### config.mk
export PLATFORM = sky130hd
export DESIGN_NAME = uart_rx_buffer_flow_control
export DESIGN_NICKNAME = d
export VERILOG_FILES = /design/src/rtl/core/urxfc_pkg.sv /design/src/rtl/core/uart_rx_buffer_flow_control.sv
export SDC_FILE = /design/constraint.sdc
export NUM_CORES = 2
export LEC_CHECK = 0
export BUFFER_PORTS_ARGS = -buffer_cell sky130_fd_sc_hd__buf_2
export CORE_MARGIN = 4
export CORE_UTILIZATION = 55
export DETAILED_ROUTE_END_ITERATION = 10
export PLACE_DENSITY = 0.71
export SYNTH_ARGS = -nofsm -noshare
export SYNTH_HDL_FRONTEND = slang
export SYNTH_SLANG_ARGS = --single-unit
### constraint.sdc
create_clock -name i_clk -period 3.9 [get_ports i_clk]
set_input_delay 0.78 -clock i_clk [delete_from_list [all_inputs] [get_ports i_clk]]
set_output_delay 0.78 -clock i_clk [all_outputs]
set_load 0.01 [all_outputs]
### src/rtl/core/urxfc_pkg.sv
`timescale 1ns / 1ps
`default_nettype none

package urxfc_pkg;

    typedef enum logic [1:0] {
        OP_RX_CHAR   = 2'd0,
        OP_HOST_READ = 2'd1,
        OP_STATUS    = 2'd2,
        OP_CTRL_SENT = 2'd3
    } t_op;

    localparam logic [1:0] REQ_NONE = 2'd0;
    localparam logic [1:0] REQ_XON  = 2'd1;
    localparam logic [1:0] REQ_XOFF = 2'd2;

    localparam logic [7:0] CH_XON  = 8'h11;
    localparam logic [7:0] CH_XOFF = 8'h13;

    localparam logic [4:0] ERR_OVERFLOW = 5'h10;

    localparam logic [2:0] CFG_HONOR_PEER   = 3'd0;
    localparam logic [2:0] CFG_XON_ANY      = 3'd1;
    localparam logic [2:0] CFG_RTS_FLOW     = 3'd2;
    localparam logic [2:0] CFG_SEND_XONXOFF = 3'd3;
    localparam logic [2:0] CFG_STOP_MARGIN  = 3'd4;
    localparam logic [2:0] CFG_RESUME_MARGIN = 3'd5;

    localparam logic [4:0] RST_STOP_MARGIN   = 5'd16;
    localparam logic [7:0] RST_RESUME_MARGIN = 8'd64;

    typedef struct packed {
        logic       read_valid;
        logic [7:0] read_byte;
        logic       rts_asserted;
        logic [1:0] pending_control;
        logic       peer_paused;
        logic [4:0] error_flags;
        logic [7:0] fill_count;
    } t_result;

endpackage

`default_nettype wire

### src/rtl/core/uart_rx_buffer_flow_control.sv
// UART receive buffer with RTS and XON/XOFF flow control.
// The input channel carries one request at a time: a received character, a host
// read, a status read that returns and clears the error history, or notice that
// a pending control character has been sent. Every request yields exactly one
// result on the output channel, with the line and flow state after the request.
// Configuration is written through the plain write port while the block is idle.
// A result passes through a working register and then an output register once
// its request is accepted; a host read that pops a byte first waits in S_READ
// while the byte comes from the buffer memory, whose read data is registered.
// A new request is taken every cycle, except that a popping host read holds
// the input while the memory is read, and a stalled receiver holds the input
// only once both the working register and the output register are full.
// Reset clears the indices, fill count, flow flags and error bits, and restores
// the configuration defaults. The buffer contents are not cleared; a byte is
// only ever read back after it has been written. The buffer holds at most
// BUF_DEPTH-1 bytes.
`timescale 1ns / 1ps
`default_nettype none

module uart_rx_buffer_flow_control
    import urxfc_pkg::*;
#(
    parameter int BUF_DEPTH = 256
) (
    input  wire logic       i_clk,
    input  wire logic       i_rst_n,
    input  wire logic       i_cfg_we,
    input  wire logic [2:0] i_cfg_idx,
    input  wire logic [7:0] i_cfg_data,
    input  wire logic       i_in_valid,
    output logic            o_in_stall,
    input  wire logic [1:0] i_op,
    input  wire logic [7:0] i_rx_char,
    input  wire logic [3:0] i_rx_error_bits,
    output logic            o_out_valid,
    input  wire logic       i_out_stall,
    output logic            o_read_valid,
    output logic [7:0]      o_read_byte,
    output logic            o_rts_asserted,
    output logic [1:0]      o_pending_control,
    output logic            o_peer_paused,
    output logic [4:0]      o_error_flags,
    output logic [7:0]      o_fill_count
);

    localparam int W  = $clog2(BUF_DEPTH);
    localparam int CW = (W > 8) ? W : 8;

    typedef logic [W-1:0] t_idx;

    typedef enum logic {
        S_IDLE,
        S_READ
    } t_state;

    logic [7:0] mem [BUF_DEPTH];
    logic [7:0] r_mem_q;

    t_state     r_state;
    t_idx       r_wr_idx, n_wr_idx;
    t_idx       r_rd_idx, n_rd_idx;
    t_idx       r_fill, n_fill;
    logic       r_peer, n_peer;
    logic       r_rts_drop, n_rts_drop;
    logic       r_xoff_sent, n_xoff_sent;
    logic [1:0] r_req, n_req;
    logic [4:0] r_cur_err, n_cur_err;
    logic [4:0] r_hist, n_hist;

    logic       r_honor, r_xon_any, r_rts_en, r_sx_en;
    logic [7:0] r_stop, r_resume;

    t_result    r_res, n_res;
    logic       r_res_valid;
    t_result    r_out;
    logic       r_out_valid;

    logic       res_move;
    logic       in_acc;
    logic       mem_we;
    logic       mem_re;
    logic [4:0] flags;
    logic [4:0] errs;
    logic [CW-1:0] free_wr;
    logic [CW-1:0] free_rd;
    logic [CW-1:0] fill_ext;
    t_op        op;

    assign op       = t_op'(i_op);
    assign errs     = {1'b0, i_rx_error_bits};
    assign res_move = r_res_valid && (!r_out_valid || !i_out_stall);
    assign o_in_stall = !((r_state == S_IDLE) && (!r_res_valid || res_move));
    assign in_acc   = i_in_valid && !o_in_stall;

    assign free_wr  = CW'(BUF_DEPTH - 2) - CW'(r_fill);
    assign free_rd  = CW'(BUF_DEPTH) - CW'(r_fill);

    always_comb begin
        n_wr_idx    = r_wr_idx;
        n_rd_idx    = r_rd_idx;
        n_fill      = r_fill;
        n_peer      = r_peer;
        n_rts_drop  = r_rts_drop;
        n_xoff_sent = r_xoff_sent;
        n_req       = r_req;
        n_cur_err   = r_cur_err;
        n_hist      = r_hist;
        mem_we      = 1'b0;
        mem_re      = 1'b0;
        flags       = r_cur_err;
        unique case (op)
            OP_RX_CHAR: begin
                if (errs != 5'd0) begin
                    n_cur_err = r_cur_err | errs;
                    n_hist    = r_hist | errs;
                end else if (r_honor && (i_rx_char == CH_XOFF)) begin
                    n_peer = 1'b1;
                end else if (r_honor && ((i_rx_char == CH_XON) || (r_peer && r_xon_any))) begin
                    n_peer = 1'b0;
                end else if (r_fill == t_idx'(BUF_DEPTH - 1)) begin
                    n_cur_err = r_cur_err | ERR_OVERFLOW;
                    n_hist    = r_hist | ERR_OVERFLOW;
                end else begin
                    mem_we   = in_acc;
                    n_wr_idx = (r_wr_idx == t_idx'(BUF_DEPTH - 1)) ? '0 : r_wr_idx + t_idx'(1);
                    n_fill   = r_fill + t_idx'(1);
                    if ((r_rts_en || r_sx_en) && (free_wr < CW'(r_stop))) begin
                        if (r_rts_en) begin
                            n_rts_drop = 1'b1;
                        end
                        if (r_sx_en && !r_xoff_sent) begin
                            n_xoff_sent = 1'b1;
                            n_req       = REQ_XOFF;
                        end
                    end
                end
                flags = n_cur_err;
            end
            OP_HOST_READ: begin
                if (r_fill != '0) begin
                    mem_re   = in_acc;
                    n_rd_idx = (r_rd_idx == t_idx'(BUF_DEPTH - 1)) ? '0 : r_rd_idx + t_idx'(1);
                    n_fill   = r_fill - t_idx'(1);
                    if ((r_rts_drop || r_xoff_sent) && (free_rd > CW'(r_resume))) begin
                        n_rts_drop = 1'b0;
                        if (r_xoff_sent) begin
                            n_req       = REQ_XON;
                            n_xoff_sent = 1'b0;
                        end
                    end
                end
            end
            OP_STATUS: begin
                flags     = r_hist;
                n_hist    = 5'd0;
                n_cur_err = 5'd0;
            end
            OP_CTRL_SENT: begin
                n_req = REQ_NONE;
            end
            default: begin
                n_req = r_req;
            end
        endcase
    end

    assign fill_ext = CW'(n_fill);

    always_comb begin
        n_res.read_valid      = (op == OP_HOST_READ) && (r_fill != '0);
        n_res.read_byte       = 8'd0;
        n_res.rts_asserted    = !n_rts_drop;
        n_res.pending_control = n_req;
        n_res.peer_paused     = n_peer;
        n_res.error_flags     = flags;
        n_res.fill_count      = (fill_ext > CW'(255)) ? 8'hFF : fill_ext[7:0];
    end

    always_ff @(posedge i_clk) begin
        if (mem_we) begin
            mem[r_wr_idx] <= i_rx_char;
        end
        if (mem_re) begin
            r_mem_q <= mem[r_rd_idx];
        end
    end

    always_ff @(posedge i_clk) begin
        if (!i_rst_n) begin
            r_state     <= S_IDLE;
            r_wr_idx    <= '0;
            r_rd_idx    <= '0;
            r_fill      <= '0;
            r_peer      <= 1'b0;
            r_rts_drop  <= 1'b0;
            r_xoff_sent <= 1'b0;
            r_req       <= REQ_NONE;
            r_cur_err   <= 5'd0;
            r_hist      <= 5'd0;
            r_honor     <= 1'b0;
            r_xon_any   <= 1'b0;
            r_rts_en    <= 1'b0;
            r_sx_en     <= 1'b0;
            r_stop      <= 8'(RST_STOP_MARGIN);
            r_resume    <= RST_RESUME_MARGIN;
            r_res_valid <= 1'b0;
            r_out_valid <= 1'b0;
        end else begin
            if (i_cfg_we) begin
                unique case (i_cfg_idx)
                    CFG_HONOR_PEER:    r_honor  <= i_cfg_data[0];
                    CFG_XON_ANY:       r_xon_any <= i_cfg_data[0];
                    CFG_RTS_FLOW:      r_rts_en <= i_cfg_data[0];
                    CFG_SEND_XONXOFF:  r_sx_en  <= i_cfg_data[0];
                    CFG_STOP_MARGIN:   r_stop   <= i_cfg_data;
                    CFG_RESUME_MARGIN: r_resume <= i_cfg_data;
                    default:           r_stop   <= r_stop;
                endcase
            end

            if (res_move) begin
                r_out       <= r_res;
                r_out_valid <= 1'b1;
            end else if (!i_out_stall) begin
                r_out_valid <= 1'b0;
            end

            unique case (r_state)
                S_IDLE: begin
                    r_res_valid <= (in_acc && !mem_re) || (r_res_valid && !res_move);
                    if (in_acc) begin
                        r_wr_idx    <= n_wr_idx;
                        r_rd_idx    <= n_rd_idx;
                        r_fill      <= n_fill;
                        r_peer      <= n_peer;
                        r_rts_drop  <= n_rts_drop;
                        r_xoff_sent <= n_xoff_sent;
                        r_req       <= n_req;
                        r_cur_err   <= n_cur_err;
                        r_hist      <= n_hist;
                        r_res       <= n_res;
                        if (mem_re) begin
                            r_state <= S_READ;
                        end
                    end
                end
                S_READ: begin
                    r_res.read_byte <= r_mem_q;
                    r_res_valid     <= 1'b1;
                    r_state         <= S_IDLE;
                end
                default: begin
                    r_res_valid <= r_res_valid && !res_move;
                    r_state     <= S_IDLE;
                end
            endcase
        end
    end

    assign o_out_valid       = r_out_valid;
    assign o_read_valid      = r_out.read_valid;
    assign o_read_byte       = r_out.read_byte;
    assign o_rts_asserted    = r_out.rts_asserted;
    assign o_pending_control = r_out.pending_control;
    assign o_peer_paused     = r_out.peer_paused;
    assign o_error_flags     = r_out.error_flags;
    assign o_fill_count      = r_out.fill_count;

`ifndef SYNTH
    a_fill_bound: assert property (@(posedge i_clk) disable iff (!i_rst_n)
        r_fill <= t_idx'(BUF_DEPTH - 1))
        else $error("fill count beyond buffer capacity");

    a_read_slot_free: assert property (@(posedge i_clk) disable iff (!i_rst_n)
        (r_state == S_READ) |-> !r_res_valid)
        else $error("result slot busy during memory read");

    a_read_enters_wait: assert property (@(posedge i_clk) disable iff (!i_rst_n)
        (in_acc && (op == OP_HOST_READ) && (r_fill != '0)) |=> (r_state == S_READ))
        else $error("popping read did not wait for memory data");

    a_empty_indices: assert property (@(posedge i_clk) disable iff (!i_rst_n)
        (r_fill == '0) |-> (r_wr_idx == r_rd_idx))
        else $error("indices differ with an empty buffer");

    a_no_write_on_read: assert property (@(posedge i_clk) disable iff (!i_rst_n)
        mem_re |-> !mem_we)
        else $error("buffer written and read by one request");
`endif

endmodule

`default_nettype wire

# Word-level counts from Yosys, hierarchy flattened
# Memory sizes are Yosys's and may differ from the RTL's. A register that Yosys moved wholly into a read port is not among the register bits.
# Cells that the tools add are included.
[totals]
regBits = 114
mem_bits_rw = 2048
memories = 1
elab_cells = 194
out_inout_bits = 28
[mem_list]
columns = ["memory", "words", "width", "rd", "rd_clocked_by_memory_dff", "wr", "line", "rtl"]
rows = [
  ["mem", 256, 8, 1, 1, 1, "uart_rx_buffer_flow_control.sv:56", "logic [7:0] mem [BUF_DEPTH];"],
]
[op_classes]
addsub = 6
n_mux = 69
n_bitwise = 7
n_eq_ne = 27
n_reduce_logical = 48
order_cmp = 3
[ops]
columns = ["op", "n"]
rows = [
  ["two-way mux 8 bit", 8],
  ["two-way mux 5 bit", 8],
  ["two-way mux 1 bit", 33],
  ["one-hot mux 8 bit (2 select lines)", 2],
  ["one-hot mux 5 bit (2 select lines)", 3],
  ["two-way mux 25 bit", 1],
  ["adder 8 x 1 -> 8 bit (second input constant)", 3],
  ["== test 8 bit (second input constant)", 3],
  ["two-way mux 2 bit", 9],
  ["!= test 2 bit (second input constant)", 9],
  ["AND reduction 2 bit", 9],
  ["== test 8 x 5 -> 1 bit (second input constant)", 2],
  ["logical AND 1 bit", 12],
  ["AND reduction 11 bit", 1],
  ["bitwise OR 5 x 4 -> 5 bit", 2],
  ["!= test 3 bit (second input constant)", 3],
  ["greater-than comparator 8 bit", 1],
  ["greater-than comparator 8 bit (second input constant)", 1],
  ["zero test 1 bit", 8],
  ["< comparator 8 bit", 1],
  ["one-hot mux 1 bit (2 select lines)", 4],
  ["AND reduction 4 bit", 2],
  ["nonzero test 8 bit", 1],
  ["subtractor 1 x 8 -> 8 bit (first input constant)", 1],
  ["18 further kinds", 33],
]

# Longest topological paths before layout
[depth]
word_depth = 13
ltp_mapped = 12
ltp_nobuf = 11

# Worst setup path after synthesis
# Ideal clock, no wire load.
[synth_timing]
path_type = "in2reg"
start = "in i_rx_error_bits[1]"
end = "mem mem[224][0], enable pin"
path_buffers = 1
setup_slack_ps = 683
cell_stages = 7
required_time_ps = 3530
arrival_ps = 2847
setup_time_ps = 370
cell_sequence = "or4_1 -> a211oi_2 -> nand3_2 -> nor3b_2 -> nand3_1 -> clkbuf_1 -> nor2_1"
[synth_via]
elab_chain_cells = 5
[synth_rtl]
columns = ["item", "line", "rtl"]
rows = [
  ["start, declared", "uart_rx_buffer_flow_control.sv:34", "input wire logic [3:0] i_rx_error_bits,"],
  ["nonzero test 5 bit", "uart_rx_buffer_flow_control.sv:113", "if (errs != 5'd0) begin"],
  ["two-way mux 1 bit", "uart_rx_buffer_flow_control.sv:113", ""],
  ["two-way mux 1 bit", "uart_rx_buffer_flow_control.sv:111", "unique case (op)"],
  ["two-way mux 1 bit", "uart_rx_buffer_flow_control.sv:180", "if (mem_we) begin"],
  ["two-way mux 1 bit (not written as such)", "uart_rx_buffer_flow_control.sv:181", "mem[r_wr_idx] <= i_rx_char;"],
  ["end, declared", "uart_rx_buffer_flow_control.sv:56", ""],
]
# No other way between the ends.

# Worst setup path after layout
[layout_timing]
start = "reg r_fill[0]"
end = "mem mem[228][3], enable pin"
[layout_via]
elab_chain_cells = 8
[layout_rtl]
columns = ["item", "line", "rtl"]
rows = [
  ["start, declared", "uart_rx_buffer_flow_control.sv:62", "t_idx r_fill, n_fill;"],
  ["start signal, assigned", "uart_rx_buffer_flow_control.sv:234", "r_fill <= n_fill;"],
  ["== test 8 bit", "uart_rx_buffer_flow_control.sv:120", "end else if (r_fill == t_idx'(BUF_DEPTH - 1)) begin"],
  ["two-way mux 1 bit", "uart_rx_buffer_flow_control.sv:120", ""],
  ["two-way mux 1 bit", "uart_rx_buffer_flow_control.sv:118", "end else if (r_honor && ((i_rx_char == CH_XON) || (r_peer && r_xon_any))) begin"],
  ["two-way mux 1 bit", "uart_rx_buffer_flow_control.sv:116", "end else if (r_honor && (i_rx_char == CH_XOFF)) begin"],
  ["two-way mux 1 bit", "uart_rx_buffer_flow_control.sv:113", ""],
  ["two-way mux 1 bit", "uart_rx_buffer_flow_control.sv:111", ""],
  ["two-way mux 1 bit", "uart_rx_buffer_flow_control.sv:180", ""],
  ["two-way mux 1 bit (not written as such)", "uart_rx_buffer_flow_control.sv:181", ""],
]
# No other way between the ends.

==> impl_results.md <==
- Residual DRC: 0
- Cell-internal power: around 38000 uW
- Synth Register Bits: 2170
- Area growth from synthesis to layout: 13.4%
- Post-DRT Antenna Nets: 0
- WL final: around 240000 microns
- DR pass1 iterations: 9
- Clk pwr share: 0.429
- Worst Tran Pin Value: about 1500 ps
- Data required time of the critical path: about 4400 ps
- Count of cell types in the netlist: 84
- Async S/R FF share, synth: 0
- Hold Startpoint: i_cfg_data[1]
- Worst EP arrival: 4140 ps
- Hold Crit Class: in2reg
- Tmin final: 3670 ps
- Final HPWL from detailed placement: 149000 microns
- Rel. slew slack: -0.00793
- Maximum vdd drop: 0.516 mV
- Largest net degree at the start of global routing: 194
- Worst-Skew Late Latency: 850 ps
- Syn_nets: 4444
- Total power: approximately 48000 uW
- CP Max Fanout: 14
- CTS max path bufs: 3
- Vias in the first global route: 45400
- Setup Viol. Count Final: 0
- Startpoint Class: flip-flop
- Grt ovf: 0
- Post-CTS Setup Bufs: 0
- Post-CTS Hold Buffers: 0
- Combinational power share: 0.034
- Syn Area/Cell: 19.4 sq um
- Crit Path Class: reg2reg
- Tcrit/Tclk final: 0.941
- GRT Total Usage: 0.294
- Primary FF master, synth: edfxtp_1
- Filler cells: 10300
- RSZ-0062 raised after global routing: no
- EDFF count, synth: approximately 2100
- Final worst slack: 229 ps
- Drt wl/cell: 34.1 microns
- Core region area: 0.154 sq mm
- Power density cells: 493 mW/mm^2
- Setup crit start: r_fill[0]
- H-tree Lvls: 4
- Fin. Hold Viols: 0
- Post-DR vias/cell: 6.66
- Sw frac: 0.206
- Clock skew: about 38 ps
- Reg2reg start: r_fill[0]
- Synth warn: 0
- Initial core utilization: 0.554
- Row cnt: 144
- Synth Instances: approximately 4400
- Seq/Total Area, Yosys: 0.756
- Status: complete, but fails checks
- CTS tree: yes
- NumNets Final: 4782
- Failing checks: max-slew violations
- Critical path capture point type: flip-flop
- Full die area: 0.162 sq mm
- Horiz. Die Dim: 402 microns
- Port Buffers: between 50 and 60
- Sequential Power Share: 0.537
- Fin. max-slew vios: 18
- Die Span Y: around 400 microns
- Psw: 9830 uW
- Leakage power: 0.0300 uW
- Placed Cells: 6563
- Pre-CTS setup slack: -219 ps
- Worst-path clk slew: 60 ps
- Max_cap viols: 0
- Total CTS buffers: 209
- First-pass GRT wire length: 340000 microns
- Layout cells sized above 1: 0.233
- RePlAce Congestion: 0.920
- Num Clock Sinks: 2170
- Post-route insts no fill: 6959
- Vias: about 46000
- Post-CTS resize count: 0
- CTS root buf: clkbuf_16
- Mapped Area: 0.0854 sq mm
- Fmax: 0.272 GHz
- Ports: 58
- Starting DRC count in detailed routing: approximately 7400
- Setup TNS Final: 0 ps
- Initial antenna violation count: 12
## cells by family (layout without fill, tap and decap cells)
kind of cell	count (synthesis)	after routing	synth area share
AO/OA/AOI/OAI	531	531	0.0423
buffers and inverters	296	809	0.0209
adder cells (fa/ha/maj)	22	22	0.00322
other	0	10	0
AND/OR/NAND/NOR	680	680	0.0345
multiplexers	664	664	0.140
flip-flops	2170	2170	0.756
XOR/XNOR	29	29	0.00297
## worst max-delay path, stage by stage (launching register included)
cell and delay (ps):
dfxtp_1 400, ha_1 260, and3_1 250, and4_4 210
a211oi_2 380, nand3_2 270, nor3b_2 250, buf_4 130
nand3_1 110, buf_4 270, buf_4 160, nor2_1 590
## registers in the layout, indices dropped and copies added (netlist names), 2 cells and up
| signal | count |
|---|---|
| o_fill_count | 8 |
| r_req | 2 |
| r_cur_err | 5 |
| o_read_byte | 8 |
| r_fill | 8 |
| o_pending_control | 2 |
| r_stop | 8 |
| r_hist | 5 |
| o_error_flags | 5 |
| r_res | 26 |
| r_resume | 8 |
| r_rd_idx | 8 |
| mem | 2048 |
| r_wr_idx | 8 |
| r_mem_q | 8 |
## power groups by stage
stage / clock [uW] / combinational (uW) / sequential, uW
detailed placement: 0 / 1600 / 26100
floorplan: 0 / 838 / 26100
CTS: 20600 / 1600 / 25600
finish: 20500 / 1600 / 25600
global placement: 0 / 1580 / 26100
global route: 21600 / 1700 / 25600
## per-layer routing
layer,vias up,wire [microns],track usage
met5,-,30,0
met3,525,31200,0.0902
met2,3296,108000,0.434
met1,23900,88200,0.414
li1,18600,-,-
met4,4,10200,0.121
## synth_stat cells, drive strengths merged, types with 23 or more instances
| master | n | area, sq um |
|---|---|---|
| nand3 | 24 | 125 |
| o221ai | 36 | 315 |
| and2 | 23 | 144 |
| edfxtp | 2108 | 63300 |
| inv | 33 | 124 |
| o22ai | 38 | 238 |
| a211oi | 34 | 260 |
| buf | 156 | 1200 |
| o21ai | 67 | 335 |
| a221oi | 34 | 298 |
| nor2 | 359 | 1350 |
| a22oi | 55 | 413 |
| clkbuf | 103 | 433 |
| mux2i | 243 | 2430 |
| mux4 | 417 | 9490 |
| a21oi | 139 | 696 |
| nand2 | 170 | 638 |
| dfxtp | 62 | 1240 |
## cell usage in the layout (no fill, tap or decap), types with 16 or more instances in the layout
master	netlist	final
a211oi_1	33	33
a21oi_1	139	138
a221oi_1	34	34
a22oi_1	55	55
a31oi_1	17	17
and2_1	22	22
buf_12	0	57
buf_2	73	49
buf_4	21	274
bufinv_16	0	25
clkbuf_1	95	30
clkbuf_16	0	212
clkinv_1	0	33
clkinv_2	1	57
dfxtp_1	62	56
edfxtp_1	2108	2108
ha_1	22	22
inv_1	33	31
mux2i_1	243	243
mux4_1	27	27
mux4_2	390	390
nand2_1	170	169
nand3_1	23	22
nor2_1	359	357
nor2b_1	19	16
nor3_1	20	20
o21ai_0	64	64
o221ai_1	36	36
o22ai_1	38	38
xnor2_1	21	21
## metrics by stage
step	hold slack, ps	util	area (sq um)
2_1_floorplan	400	-	85400
3_3_place_gp	401	0.583	89900
3_5_place_dp	407	0.583	89900
4_1_cts	134	0.628	96800
5_1_grt	166	0.628	96800
6_report	199	0.628	96900
## path summary, 6_finish.rpt
kind / to / slack (ps) / depth (start not counted)
hold reg to reg: o_read_byte[0] / 420 / 0
setup / recovery: mem[228][3] / 230 / 11
hold / removal: r_stop[1] / 200 / 3
setup reg to reg: mem[228][3] / 230 / 11
## cell type report
| class | instances | area (sq um) | share of cell area |
|---|---|---|---|
| antenna | 10 | 25.0 | 0.000258 |
| multi-input combinational | 1926 | 19100 | 0.197 |
| timing repair buffer | 389 | 3560 | 0.0368 |
| sequential | 2170 | 64600 | 0.667 |
| inverter | 34 | 131 | 0.00136 |
| clock buffer | 246 | 5470 | 0.0565 |
| clock inverter | 140 | 1450 | 0.0150 |
| tap | 2044 | 2560 | 0.0264 |
Note: power is estimated with default switching activity, not from simulation.
